==> src/kars_pkg.sv <==
package kars_pkg;

  // fixed field widths
  localparam int KEYS     = 3;
  localparam int CODE_W   = 2;   // key code = key index + 1
  localparam int RANK_W   = 2;   // holds 0..KEYS
  localparam int TIME_W   = 16;
  localparam int CFG_W    = 15;
  localparam int CFG_IDX_W = 2;

  // operation codes
  typedef enum logic [1:0] {
    OP_SCAN  = 2'd0,
    OP_GET   = 2'd1,
    OP_FLUSH = 2'd2,
    OP_PUSH  = 2'd3
  } op_t;

  // register indexes
  localparam logic [CFG_IDX_W-1:0] CFG_FIRST_DELAY  = 2'd0;
  localparam logic [CFG_IDX_W-1:0] CFG_REPEAT_IVL   = 2'd1;
  localparam logic [CFG_IDX_W-1:0] CFG_RELEASE_HOLD = 2'd2;

  localparam logic [CFG_W-1:0] FIRST_DELAY_RST  = 15'd400;
  localparam logic [CFG_W-1:0] REPEAT_IVL_RST   = 15'd100;
  localparam logic [CFG_W-1:0] RELEASE_HOLD_RST = 15'd50;

  typedef struct packed {
    op_t               op;
    logic [KEYS-1:0]   key_levels;
    logic [TIME_W-1:0] now_ms;
    logic [7:0]        pushback_code;
  } in_item_t;

  typedef struct packed {
    logic [7:0]      key_code;
    logic [KEYS-1:0] pressed_map;
    logic            none_pressed;
  } out_item_t;

  typedef struct packed {
    logic [CFG_W-1:0] first_repeat_delay;
    logic [CFG_W-1:0] repeat_interval;
    logic [CFG_W-1:0] release_hold;
  } cfg_t;

  // decoded command handed from front to back
  typedef struct packed {
    logic     scan;
    logic     get;
    logic     flush;
    logic     push;
    in_item_t item;
  } cmd_t;

  // wrapping signed difference test: (now - stamp) as int16 >= lim
  function automatic logic elapsed(input logic [TIME_W-1:0] now,
                                   input logic [TIME_W-1:0] stamp,
                                   input logic [CFG_W-1:0]  lim);
    logic [TIME_W-1:0] d;
    d = now - stamp;
    return !d[TIME_W-1] && (d[CFG_W-1:0] >= lim);
  endfunction

endpackage

==> src/kars_front.sv <==
module kars_front
  import kars_pkg::*;
(
  input  logic     clk,
  input  logic     rst_n,
  input  logic     in_valid,
  output logic     in_stall,
  input  in_item_t in_data,
  output logic     q_valid,
  output cmd_t     q_cmd,
  input  logic     q_pop
);

  // two-entry command queue
  cmd_t       q_mem_r [2];
  logic       wr_ptr_r, rd_ptr_r;
  logic [1:0] cnt_r;
  logic       accept;
  cmd_t       cmd;

  assign in_stall = (cnt_r == 2'd2);
  assign accept   = in_valid && !in_stall;
  assign q_valid  = (cnt_r != 2'd0);
  assign q_cmd    = q_mem_r[rd_ptr_r];

  // classify the op
  always_comb begin
    cmd.item  = in_data;
    cmd.scan  = (in_data.op == OP_SCAN);
    cmd.get   = (in_data.op == OP_GET);
    cmd.flush = (in_data.op == OP_FLUSH);
    cmd.push  = (in_data.op == OP_PUSH);
  end

  always_ff @(posedge clk) begin
    if (!rst_n) begin
      wr_ptr_r <= 1'b0;
      rd_ptr_r <= 1'b0;
      cnt_r    <= 2'd0;
    end else begin
      if (accept) begin
        wr_ptr_r <= ~wr_ptr_r;
      end
      if (q_pop) begin
        rd_ptr_r <= ~rd_ptr_r;
      end
      cnt_r <= cnt_r + {1'b0, accept} - {1'b0, q_pop};
    end
  end

  // queue payload, no reset
  always_ff @(posedge clk) begin
    if (accept) begin
      q_mem_r[wr_ptr_r] <= cmd;
    end
  end

  a_push_lands: assert property (@(posedge clk) disable iff (!rst_n)
    accept && !q_pop |=> q_valid)
    else $error("accepted beat missing from queue");

endmodule

==> src/kars_back.sv <==
module kars_back
  import kars_pkg::*;
#(
  parameter int FIFO_SLOTS = 8
) (
  input  logic      clk,
  input  logic      rst_n,
  input  cfg_t      cfg,
  input  logic      q_valid,
  input  cmd_t      q_cmd,
  output logic      q_pop,
  output logic      out_valid,
  input  logic      out_stall,
  output out_item_t out_data
);

  localparam int PTR_W = (FIFO_SLOTS > 1) ? $clog2(FIFO_SLOTS) : 1;
  localparam int CNT_W = PTR_W;
  localparam int SUM_W = PTR_W + RANK_W + 1;
  localparam int CMP_W = ((RANK_W > CNT_W) ? RANK_W : CNT_W) + 1;

  // key state
  logic [KEYS-1:0]   pf_r, pf_nxt;
  logic [TIME_W-1:0] rpt_stamp_r [KEYS];
  logic [TIME_W-1:0] rpt_stamp_nxt [KEYS];
  logic [TIME_W-1:0] rel_stamp_r [KEYS];
  logic [TIME_W-1:0] rel_stamp_nxt [KEYS];

  // code FIFO
  logic [CODE_W-1:0] fifo_r [FIFO_SLOTS];
  logic [PTR_W-1:0]  wp_r, wp_nxt, rp_r, rp_nxt;
  logic [CNT_W-1:0]  cnt_r, cnt_nxt;
  logic [7:0]        pb_r, pb_nxt;

  logic              out_valid_r;
  out_item_t         out_data_r;

  logic              fire;
  logic [KEYS-1:0]   want;
  logic [KEYS-1:0]   wr_en;
  logic [PTR_W-1:0]  wr_idx [KEYS];
  logic [RANK_W-1:0] rank;
  logic [CNT_W-1:0]  free_slots;
  logic [SUM_W-1:0]  sum;
  logic [SUM_W-1:0]  wsum;
  logic [7:0]        code;
  logic [TIME_W-1:0] first_stamp;
  logic [PTR_W:0]    ptr_chk;

  assign fire      = q_valid && (!out_valid_r || !out_stall);
  assign q_pop     = fire;
  assign out_valid = out_valid_r;
  assign out_data  = out_data_r;

  assign free_slots  = CNT_W'(FIFO_SLOTS - 1) - cnt_r;
  assign first_stamp = q_cmd.item.now_ms + TIME_W'(cfg.first_repeat_delay)
                       - TIME_W'(cfg.repeat_interval);

  // per-key scan lanes
  always_comb begin
    pf_nxt = pf_r;
    want   = '0;
    for (int i = 0; i < KEYS; i++) begin
      rpt_stamp_nxt[i] = rpt_stamp_r[i];
      rel_stamp_nxt[i] = rel_stamp_r[i];
      if (fire && q_cmd.scan) begin
        if (q_cmd.item.key_levels[i]) begin
          if (!pf_r[i]) begin
            rpt_stamp_nxt[i] = first_stamp;
            pf_nxt[i]        = 1'b1;
            want[i]          = 1'b1;
          end else if (elapsed(q_cmd.item.now_ms, rpt_stamp_r[i],
                               cfg.repeat_interval)) begin
            rpt_stamp_nxt[i] = q_cmd.item.now_ms;
            want[i]          = 1'b1;
          end
          rel_stamp_nxt[i] = q_cmd.item.now_ms;
        end else if (pf_r[i] && elapsed(q_cmd.item.now_ms, rel_stamp_r[i],
                                        cfg.release_hold)) begin
          pf_nxt[i] = 1'b0;
        end
      end
    end
  end

  // place queued codes: lower keys first, drop what does not fit
  always_comb begin
    rank = '0;
    for (int i = 0; i < KEYS; i++) begin
      wr_en[i] = want[i] && (CMP_W'(rank) < CMP_W'(free_slots));
      sum      = SUM_W'(wp_r) + SUM_W'(rank);
      if (sum >= SUM_W'(FIFO_SLOTS)) begin
        sum = sum - SUM_W'(FIFO_SLOTS);
      end
      wr_idx[i] = sum[PTR_W-1:0];
      if (wr_en[i]) begin
        rank = rank + RANK_W'(1);
      end
    end
    wsum = SUM_W'(wp_r) + SUM_W'(rank);
    if (wsum >= SUM_W'(FIFO_SLOTS)) begin
      wsum = wsum - SUM_W'(FIFO_SLOTS);
    end
  end

  // pointer, pushback slot, get and flush
  always_comb begin
    wp_nxt  = wsum[PTR_W-1:0];
    rp_nxt  = rp_r;
    cnt_nxt = cnt_r + CNT_W'(rank);
    pb_nxt  = pb_r;
    code    = '0;
    if (fire) begin
      if (q_cmd.get) begin
        if (pb_r != 8'd0) begin
          code   = pb_r;
          pb_nxt = 8'd0;
        end else if (cnt_r != '0) begin
          code    = 8'(fifo_r[rp_r]);
          rp_nxt  = (rp_r == PTR_W'(FIFO_SLOTS - 1)) ? '0 : rp_r + PTR_W'(1);
          cnt_nxt = cnt_r - CNT_W'(1);
        end
      end else if (q_cmd.flush) begin
        rp_nxt  = wp_r;
        cnt_nxt = '0;
        pb_nxt  = 8'd0;
      end else if (q_cmd.push) begin
        pb_nxt = q_cmd.item.pushback_code;
      end
    end
  end

  // state and output register
  always_ff @(posedge clk) begin
    if (!rst_n) begin
      pf_r        <= '0;
      wp_r        <= '0;
      rp_r        <= '0;
      cnt_r       <= '0;
      pb_r        <= 8'd0;
      out_valid_r <= 1'b0;
      for (int i = 0; i < KEYS; i++) begin
        rpt_stamp_r[i] <= '0;
        rel_stamp_r[i] <= '0;
      end
    end else begin
      pf_r  <= pf_nxt;
      wp_r  <= wp_nxt;
      rp_r  <= rp_nxt;
      cnt_r <= cnt_nxt;
      pb_r  <= pb_nxt;
      for (int i = 0; i < KEYS; i++) begin
        rpt_stamp_r[i] <= rpt_stamp_nxt[i];
        rel_stamp_r[i] <= rel_stamp_nxt[i];
      end
      if (fire) begin
        out_valid_r <= 1'b1;
      end else if (!out_stall) begin
        out_valid_r <= 1'b0;
      end
    end
  end

  // payload: FIFO slots and result beat
  always_ff @(posedge clk) begin
    for (int i = 0; i < KEYS; i++) begin
      if (wr_en[i]) begin
        fifo_r[wr_idx[i]] <= CODE_W'(i + 1);
      end
    end
    if (fire) begin
      out_data_r.key_code     <= code;
      out_data_r.pressed_map  <= pf_nxt;
      out_data_r.none_pressed <= ~|pf_nxt;
    end
  end

  // write pointer must sit count slots past read pointer
  always_comb begin
    ptr_chk = (PTR_W+1)'(rp_r) + (PTR_W+1)'(cnt_r);
    if (ptr_chk >= (PTR_W+1)'(FIFO_SLOTS)) begin
      ptr_chk = ptr_chk - (PTR_W+1)'(FIFO_SLOTS);
    end
  end

  a_cnt_max: assert property (@(posedge clk) disable iff (!rst_n)
    cnt_r <= CNT_W'(FIFO_SLOTS - 1))
    else $error("code FIFO overfilled");

  a_ptr_sync: assert property (@(posedge clk) disable iff (!rst_n)
    wp_r == ptr_chk[PTR_W-1:0])
    else $error("FIFO pointers disagree with count");

  a_flush_empties: assert property (@(posedge clk) disable iff (!rst_n)
    fire && q_cmd.flush |=> (cnt_r == '0) && (pb_r == 8'd0))
    else $error("flush left codes behind");

  a_pb_get_keeps_fifo: assert property (@(posedge clk) disable iff (!rst_n)
    fire && q_cmd.get && (pb_r != 8'd0) |=> $stable(cnt_r) && $stable(rp_r))
    else $error("pushback get touched FIFO");

endmodule

==> src/key_autorepeat_scanner_fifo.sv <==
// channel | ports                              | beat
// in      | in_valid, in_stall, in_data        | op, key_levels, now_ms, pushback_code
// out     | out_valid, out_stall, out_data     | key_code, pressed_map, none_pressed
// cfg     | cfg_we, cfg_index, cfg_wdata       | one register write, no read-back
//
// One item per cycle while out_stall is low; each in beat yields one registered out beat.
// The per-key scan lanes and the code FIFO update in the same cycle in the back end.
// A two-entry command queue separates input acceptance from execution.
// Synchronous active-low reset; no clearing pass, the FIFO slots need no reset.
// out_stall holds the result register; input keeps flowing until the queue fills.
module key_autorepeat_scanner_fifo
  import kars_pkg::*;
#(
  parameter int FIFO_SLOTS = 8
) (
  input  logic                 clk,
  input  logic                 rst_n,
  input  logic                 in_valid,
  output logic                 in_stall,
  input  in_item_t             in_data,
  output logic                 out_valid,
  input  logic                 out_stall,
  output out_item_t            out_data,
  input  logic                 cfg_we,
  input  logic [CFG_IDX_W-1:0] cfg_index,
  input  logic [CFG_W-1:0]     cfg_wdata
);

  cfg_t cfg_r;
  logic q_valid;
  cmd_t q_cmd;
  logic q_pop;

  // configuration registers
  always_ff @(posedge clk) begin
    if (!rst_n) begin
      cfg_r.first_repeat_delay <= FIRST_DELAY_RST;
      cfg_r.repeat_interval    <= REPEAT_IVL_RST;
      cfg_r.release_hold       <= RELEASE_HOLD_RST;
    end else if (cfg_we) begin
      unique case (cfg_index)
        CFG_FIRST_DELAY:  cfg_r.first_repeat_delay <= cfg_wdata;
        CFG_REPEAT_IVL:   cfg_r.repeat_interval    <= cfg_wdata;
        CFG_RELEASE_HOLD: cfg_r.release_hold       <= cfg_wdata;
        default: ;
      endcase
    end
  end

  kars_front u_front (
    .clk      (clk),
    .rst_n    (rst_n),
    .in_valid (in_valid),
    .in_stall (in_stall),
    .in_data  (in_data),
    .q_valid  (q_valid),
    .q_cmd    (q_cmd),
    .q_pop    (q_pop)
  );

  kars_back #(
    .FIFO_SLOTS (FIFO_SLOTS)
  ) u_back (
    .clk       (clk),
    .rst_n     (rst_n),
    .cfg       (cfg_r),
    .q_valid   (q_valid),
    .q_cmd     (q_cmd),
    .q_pop     (q_pop),
    .out_valid (out_valid),
    .out_stall (out_stall),
    .out_data  (out_data)
  );

endmodule
==> config.mk <==
export PLATFORM = sky130hd
export DESIGN_NAME = key_autorepeat_scanner_fifo
export DESIGN_NICKNAME = d
export VERILOG_FILES = /design/src/kars_pkg.sv /design/src/kars_front.sv /design/src/kars_back.sv /design/src/key_autorepeat_scanner_fifo.sv
export SDC_FILE = /design/constraint.sdc
export NUM_CORES = 1
export LEC_CHECK = 0
export BUFFER_PORTS_ARGS = -buffer_cell sky130_fd_sc_hd__buf_2
export CORE_MARGIN = 2
export CORE_UTILIZATION = 55
export CTS_CLUSTER_SIZE = 16
export DETAILED_ROUTE_END_ITERATION = 12
export HOLD_SLACK_MARGIN = 0.05
export PLACE_DENSITY = 0.78
export SKIP_LAST_GASP = 1
export SLEW_MARGIN = 40
export SYNTH_ARGS = -nofsm -noshare
export SYNTH_HDL_FRONTEND = slang
export SYNTH_HIERARCHICAL = 1
export SYNTH_SLANG_ARGS = --single-unit
==> constraint.sdc <==
create_clock -name clk -period 21.8 [get_ports clk]
set_input_delay 1.09 -clock clk [delete_from_list [all_inputs] [get_ports clk]]
set_output_delay 1.09 -clock clk [all_outputs]
set_load 0.005 [all_outputs]
# [Word level (Yosys, flattened, before mapping)]
# Memory sizes are Yosys's and may differ from the RTL's. A register that Yosys moved wholly into a read port is not among the register bits.
# Cells that the tools add are included.
# Widths: inputs -> output; s select.
[op_classes] addsub=23 order_cmp=13 n_eq_ne=11 n_mux=84 n_bitwise=8 reduce_logical=39
[op_table] op="$mux 16" n=24
[op_table] op="$sub 16x16->16" n=6
[op_table] op="$ge 15x15->1" n=6
[op_table] op="$mux 3" n=16
[op_table] op="$mux 8" n=5
[op_table] op="$mux 1" n=36
[op_table] op="$add 16x15->16" n=1
[op_table] op="$sub 16x15->16" n=1
[op_table] op="$logic_and 1x1->1" n=15
[op_table] op="$sub 3x1->3 const B" n=5
[op_table] op="$ge 4x4->1 const B" n=3
[op_table] op="$logic_not 1->1" n=10
[op_table] op="$add 3x2->4" n=2
[op_table] op="$eq 2x2->1 const B" n=4
[op_table] op="$reduce_bool 8->1" n=1
[op_table] op="$mux 2" n=3
[op_table] op="$ne 2x1->1 const B" n=3
[op_table] op="$or 1x1->1" n=6
[op_table] op="$reduce_and 2->1" n=3
[op_table] op="$reduce_bool 3->1" n=2
[op_table] op="$add 3x1->4" n=1
[op_table] op="$eq 2x1->1 const B" n=2
[op_table] op="$ge 3x4->1 const B" n=1
[op_table] op="$logic_not 2->1" n=2
[op_table] op="other kinds (18)" n=20
[totals] register_bits=82 mem_bits_rw=178 out_inout_bits=14 memories=4
[mem_list] memory="u_front.q_mem_r" depth=2 width=33 rd=1 rd_clocked_by_memory_dff=1 wr=1 line_no="kars_front.sv:15" text="cmd_t q_mem_r [2];"
[mem_list] memory="u_back.rel_stamp_r" depth=3 width=16 rd=3 rd_clocked_by_memory_dff=0 wr=3 line_no="kars_back.sv:26" text="logic [TIME_W-1:0] rel_stamp_r [KEYS];"
[mem_list] memory="u_back.rpt_stamp_r" depth=3 width=16 rd=3 rd_clocked_by_memory_dff=0 wr=3 line_no="kars_back.sv:24" text="logic [TIME_W-1:0] rpt_stamp_r [KEYS];"
[mem_list] memory="u_back.fifo_r" depth=8 width=2 rd=1 rd_clocked_by_memory_dff=1 wr=3 line_no="kars_back.sv:30" text="logic [CODE_W-1:0] fifo_r [FIFO_SLOTS];"

# [Depth between registers and ports, before layout]
# An unclocked memory read counts as a cell.
[depth] word_depth=21 mapped_depth=37 mapped_depth_nobuf=34

# [By module]
# Netlist, hierarchy kept.
[modules_own_cells] mod="kars_back" instances=1 cells_per_inst=1728 area_per_inst_um2=13669.4 seq_area_each_um2=3083.0
[modules_own_cells] mod="kars_front" instances=1 cells_per_inst=132 area_per_inst_um2=2786.4 seq_area_each_um2=2082.0
[modules_own_cells] mod="key_autorepeat_scanner_fifo" instances=1 cells_per_inst=172 area_per_inst_um2=1760.4 seq_area_each_um2=900.9

# [Worst setup path before layout]
# No wires, ideal clock.
[synth_path] kind="register to register" startpoint="register (tool-made name)" endpoint="register u_back.cnt_r[2]" arrival_time_ns=6.683 required_time_ns=21.672 setup_slack_ns=14.990 path_stages_with_launch=35 path_cell_list="dfxtp_1 > buf_6 > buf_12 > mux2_4 > inv_1 > ha_1 > fa_1 > nor2b_1 > o21ai_0 > a21boi_0 > o21ai_0 > a21boi_0 > or2_2 > a21oi_1 > xnor2_1 > ha_1 > a21o_1 > a21o_1 > a21oi_1 > o21ai_0 > a2111oi_0 > a211oi_2 > clkbuf_1 > and3_1 > ha_1 > ha_1 > o21a_1 > o21ai_1 > nand2_1 > xnor2_1 > ha_1 > fa_1 > xor2_1 > a32oi_1 > nor2_1"
[synth_lines] element="to (signal assigned)" line_no="kars_back.sv:150" text="cnt_r <= cnt_nxt;"
[synth_lines] element="to (decl)" line_no="kars_back.sv:32" text="logic [CNT_W-1:0] cnt_r, cnt_nxt;"

==> results.py <==
metrics = {
    "clock_network": {
        "cts_resized": 0,
        "clk_pin_slew_ps": 60,
        "cts_hold_buf": 0,
        "clock_path_buffers": 3,
        "cts_tree": "yes",
        "post-cts-setup-buffers": 0,
        "root_buffer": "clkbuf_16",
        "cts_inserted_buffers": 30,
        "cts.sinks": 260,
        "clkLatencyLatePin_ps": 570,
        "htree_levels": 1,
    },
    "global_routing": {
        "antenna_found_initial": 1,
        "grt_start_max_net_pins": 75,
        "grt_pass1_wl_um": 73700,
        "first_global_vias": 14368,
        "track_usage": 0.270,
        "overflow": 0,
    },
    "sta": {
        "final.period_utilization": 0.386,
        "drv_slew": 0,
        "grt_setup_unrepaired": "no",
        "finalWorstSetupSlack_ps": 13380,
        "tightest_slew_ps": 834,
        "fin_hold_ws_ps": 456,
        "fin_tns_setup_ps": 0,
        "relSlewSlack": 0.444,
        "skew_ps": 12.4,
        "clock.fmax_ghz": 0.119,
        "finalHoldViolCount": 0,
        "post-route-min-period_ps": 8420,
        "setup_viol": 0,
    },
    "route": {
        "ant_nets": 0,
        "routed_via_density": 5.84,
        "num_vias": 14780,
        "first_iter_violations": 1070,
        "drc": 0,
        "drtPass1Iterations": 6,
        "wl_um": 46500,
        "wl_per_cell_um": 18.4,
    },
    "hold_path": {
        "min_from": "u_back/rel_stamp_r[0][18]",
        "hp-class": "reg -> reg",
        "holdPathStages": 2,
        "min_to": "u_back/rel_stamp_r[0][18]",
    },
    "cells_and_area": {
        "num_antenna_cells": 0,
        "nFillCells": 2743,
        "syn_to_final_growth_pct": 9.38,
        "nets": 2349,
        "drive_gt1_frac": 0.0881,
        "post-route-util": 0.609,
    },
    "yosys": {
        "syn-cell-area_um2": 18100,
        "syn_inst": 2026,
        "synth_warnings": 6,
        "synthesis.nets": 2311,
        "syn_avg_cell_area_um2": 8.92,
    },
    "power": {
        "power_density_nw_per_um2": 149,
        "irDropWorstVdd_v": 0.0000955,
        "total_power_w": 0.00295,
        "p_comb_frac": 0.599,
        "p_leak_nw": 8.06,
        "seqPwrFrac": 0.220,
        "pwr-share-clk": 0.182,
        "p_int_w": 0.00166,
        "switching_power_w": 0.00130,
        "swShare": 0.439,
    },
    "floorplanning": {
        "core.rowCount": 66,
        "num_io_pins": 65,
        "core_region_area_um2": 32500,
        "initial_utilization": 0.557,
        "die_h_um": 185,
        "die_w_um": 185,
        "die_area_um2": 34300,
    },
    "placed_design": {
        "pre_cts_ws_ps": 13640,
        "dp_hpwl_um": 33900,
        "gp_congestion": 0.934,
        "io_buffers": 64,
    },
    "critical_path": {
        "r2r_slack_ps": 13380,
        "path_class": "reg -> reg",
        "path_max_fanout": 41,
        "cp-end-kind": "flop",
        "slowest_delay_ps": 740,
        "cp_common_cell": "ha_1",
        "timing.rr.end": "u_back/cnt_r[2]",
        "ff2ff_path_depth": 32,
        "start_kind": "flop",
        "worstPathRequired_ps": 22220,
        "worstPathArrival_ps": 8840,
        "slowest_stage": "a2111oi_0",
    },
    "outcome": {
        "outcome": "finished, final reports clean",
    },
    "job": {
        "cap_violations": 0,
    },
}
-- metrics by stage --
step | instances | area (µm²)
3_5_place_dp | 2474 | 18700
5_1_grt | 2530 | 19800
6_report | 2530 | 19800
4_1_cts | 2530 | 19800
3_3_place_gp | 2473 | 18700
2_1_floorplan | 2026 | 18100
-- routing by layer --
| layer | vias to the layer above | GRT usage | wire length, µm |
|---|---|---|---|
| met5 | - | 0 | 0 |
| met4 | 0 | 0.104 | 1680 |
| met3 | 120 | 0.0328 | 2360 |
| met2 | 466 | 0.457 | 21600 |
| met1 | 7008 | 0.352 | 20800 |
| li1 | 7186 | - | - |
-- power groups by stage --
stage	sequential (W)	combinational, W	clock (W)
finish	0.000648	0.00177	0.000536
floorplan	0.000629	0.00134	0
detailed placement	0.000657	0.00172	0
global placement	0.000653	0.00166	0
CTS	0.000647	0.00174	0.000546
global route	0.000658	0.00197	0.000565
-- flip-flops by register name, indices dropped and copies added (netlist names), 2 cells and up, named ones only --
register / count
u_back/cnt_r: 3
u_back/out_data: 12
cfg_r: 45
u_back/fifo_r: 16
u_front/cnt_r: 2
u_back/pb_r: 8
u_front/q_mem_r: 62
u_back/rp_r: 3
u_back/rpt_stamp_r: 48
u_back/pf_r: 3
u_back/wp_r: 3
u_back/rel_stamp_r: 48
-- cells in the final DEF (no fill, tap or decap), types with 6 or more instances in the layout --
| master | n |
|---|---|
| fa_1 | 24 |
| and2_1 | 18 |
| o21ai_0 | 69 |
| o21a_1 | 23 |
| dfxtp_1 | 185 |
| a41oi_1 | 7 |
| a211oi_1 | 43 |
| nor2_1 | 136 |
| xnor2_1 | 74 |
| a21o_1 | 47 |
| nand3_1 | 46 |
| o21bai_1 | 14 |
| nand2b_1 | 23 |
| nand3b_1 | 9 |
| nand4_1 | 14 |
| and3_1 | 12 |
| o2111ai_1 | 9 |
| o211ai_1 | 21 |
| inv_1 | 217 |
| nor3_1 | 27 |
| or3_1 | 10 |
| a31oi_1 | 9 |
| xor2_1 | 31 |
| ha_1 | 210 |
| mux2i_1 | 53 |
| mux2_4 | 28 |
| a21oi_1 | 158 |
| nand2_1 | 218 |
| a2111oi_0 | 6 |
| nor2b_1 | 29 |
| clkbuf_16 | 31 |
| buf_4 | 13 |
| o31ai_1 | 11 |
| edfxtp_1 | 74 |
| buf_2 | 64 |
-- how the worst max path moves through the flow --
stage / start / end / depth (start not counted)
global placement: flop / u_back/cnt_r[2] / 32
finish: flop / u_back/cnt_r[2] / 32
global route: flop / u_back/cnt_r[2] / 32
floorplan: flop / u_back/cnt_r[2] / 34
CTS: flop / u_back/cnt_r[2] / 32
detailed placement: flop / u_back/cnt_r[2] / 32
-- final cells by class --
cell class              instances  area, µm²  share of cell area
multi-input cells            1476      10900               0.554
clock buffers                  39        836              0.0423
flip-flops and latches        260       5950               0.301
repair buffers                 78        429              0.0217
well taps                     442        553              0.0280
inverters                     218        818              0.0414
clock inverters                17        235              0.0119
-- worst max-delay path, delay by kind of cell (launching register included) --
kind	cells	cell delay, ps
adders and majority gates	7	1890
muxes	1	400
xor gates and xnor gates	3	590
and+or+nand+nor	5	1040
buffers and inverters	2	540
DFF	1	720
AOI/OAI and AO/OA	14	3050
No activity file was read; power rests on OpenSTA's default activity.
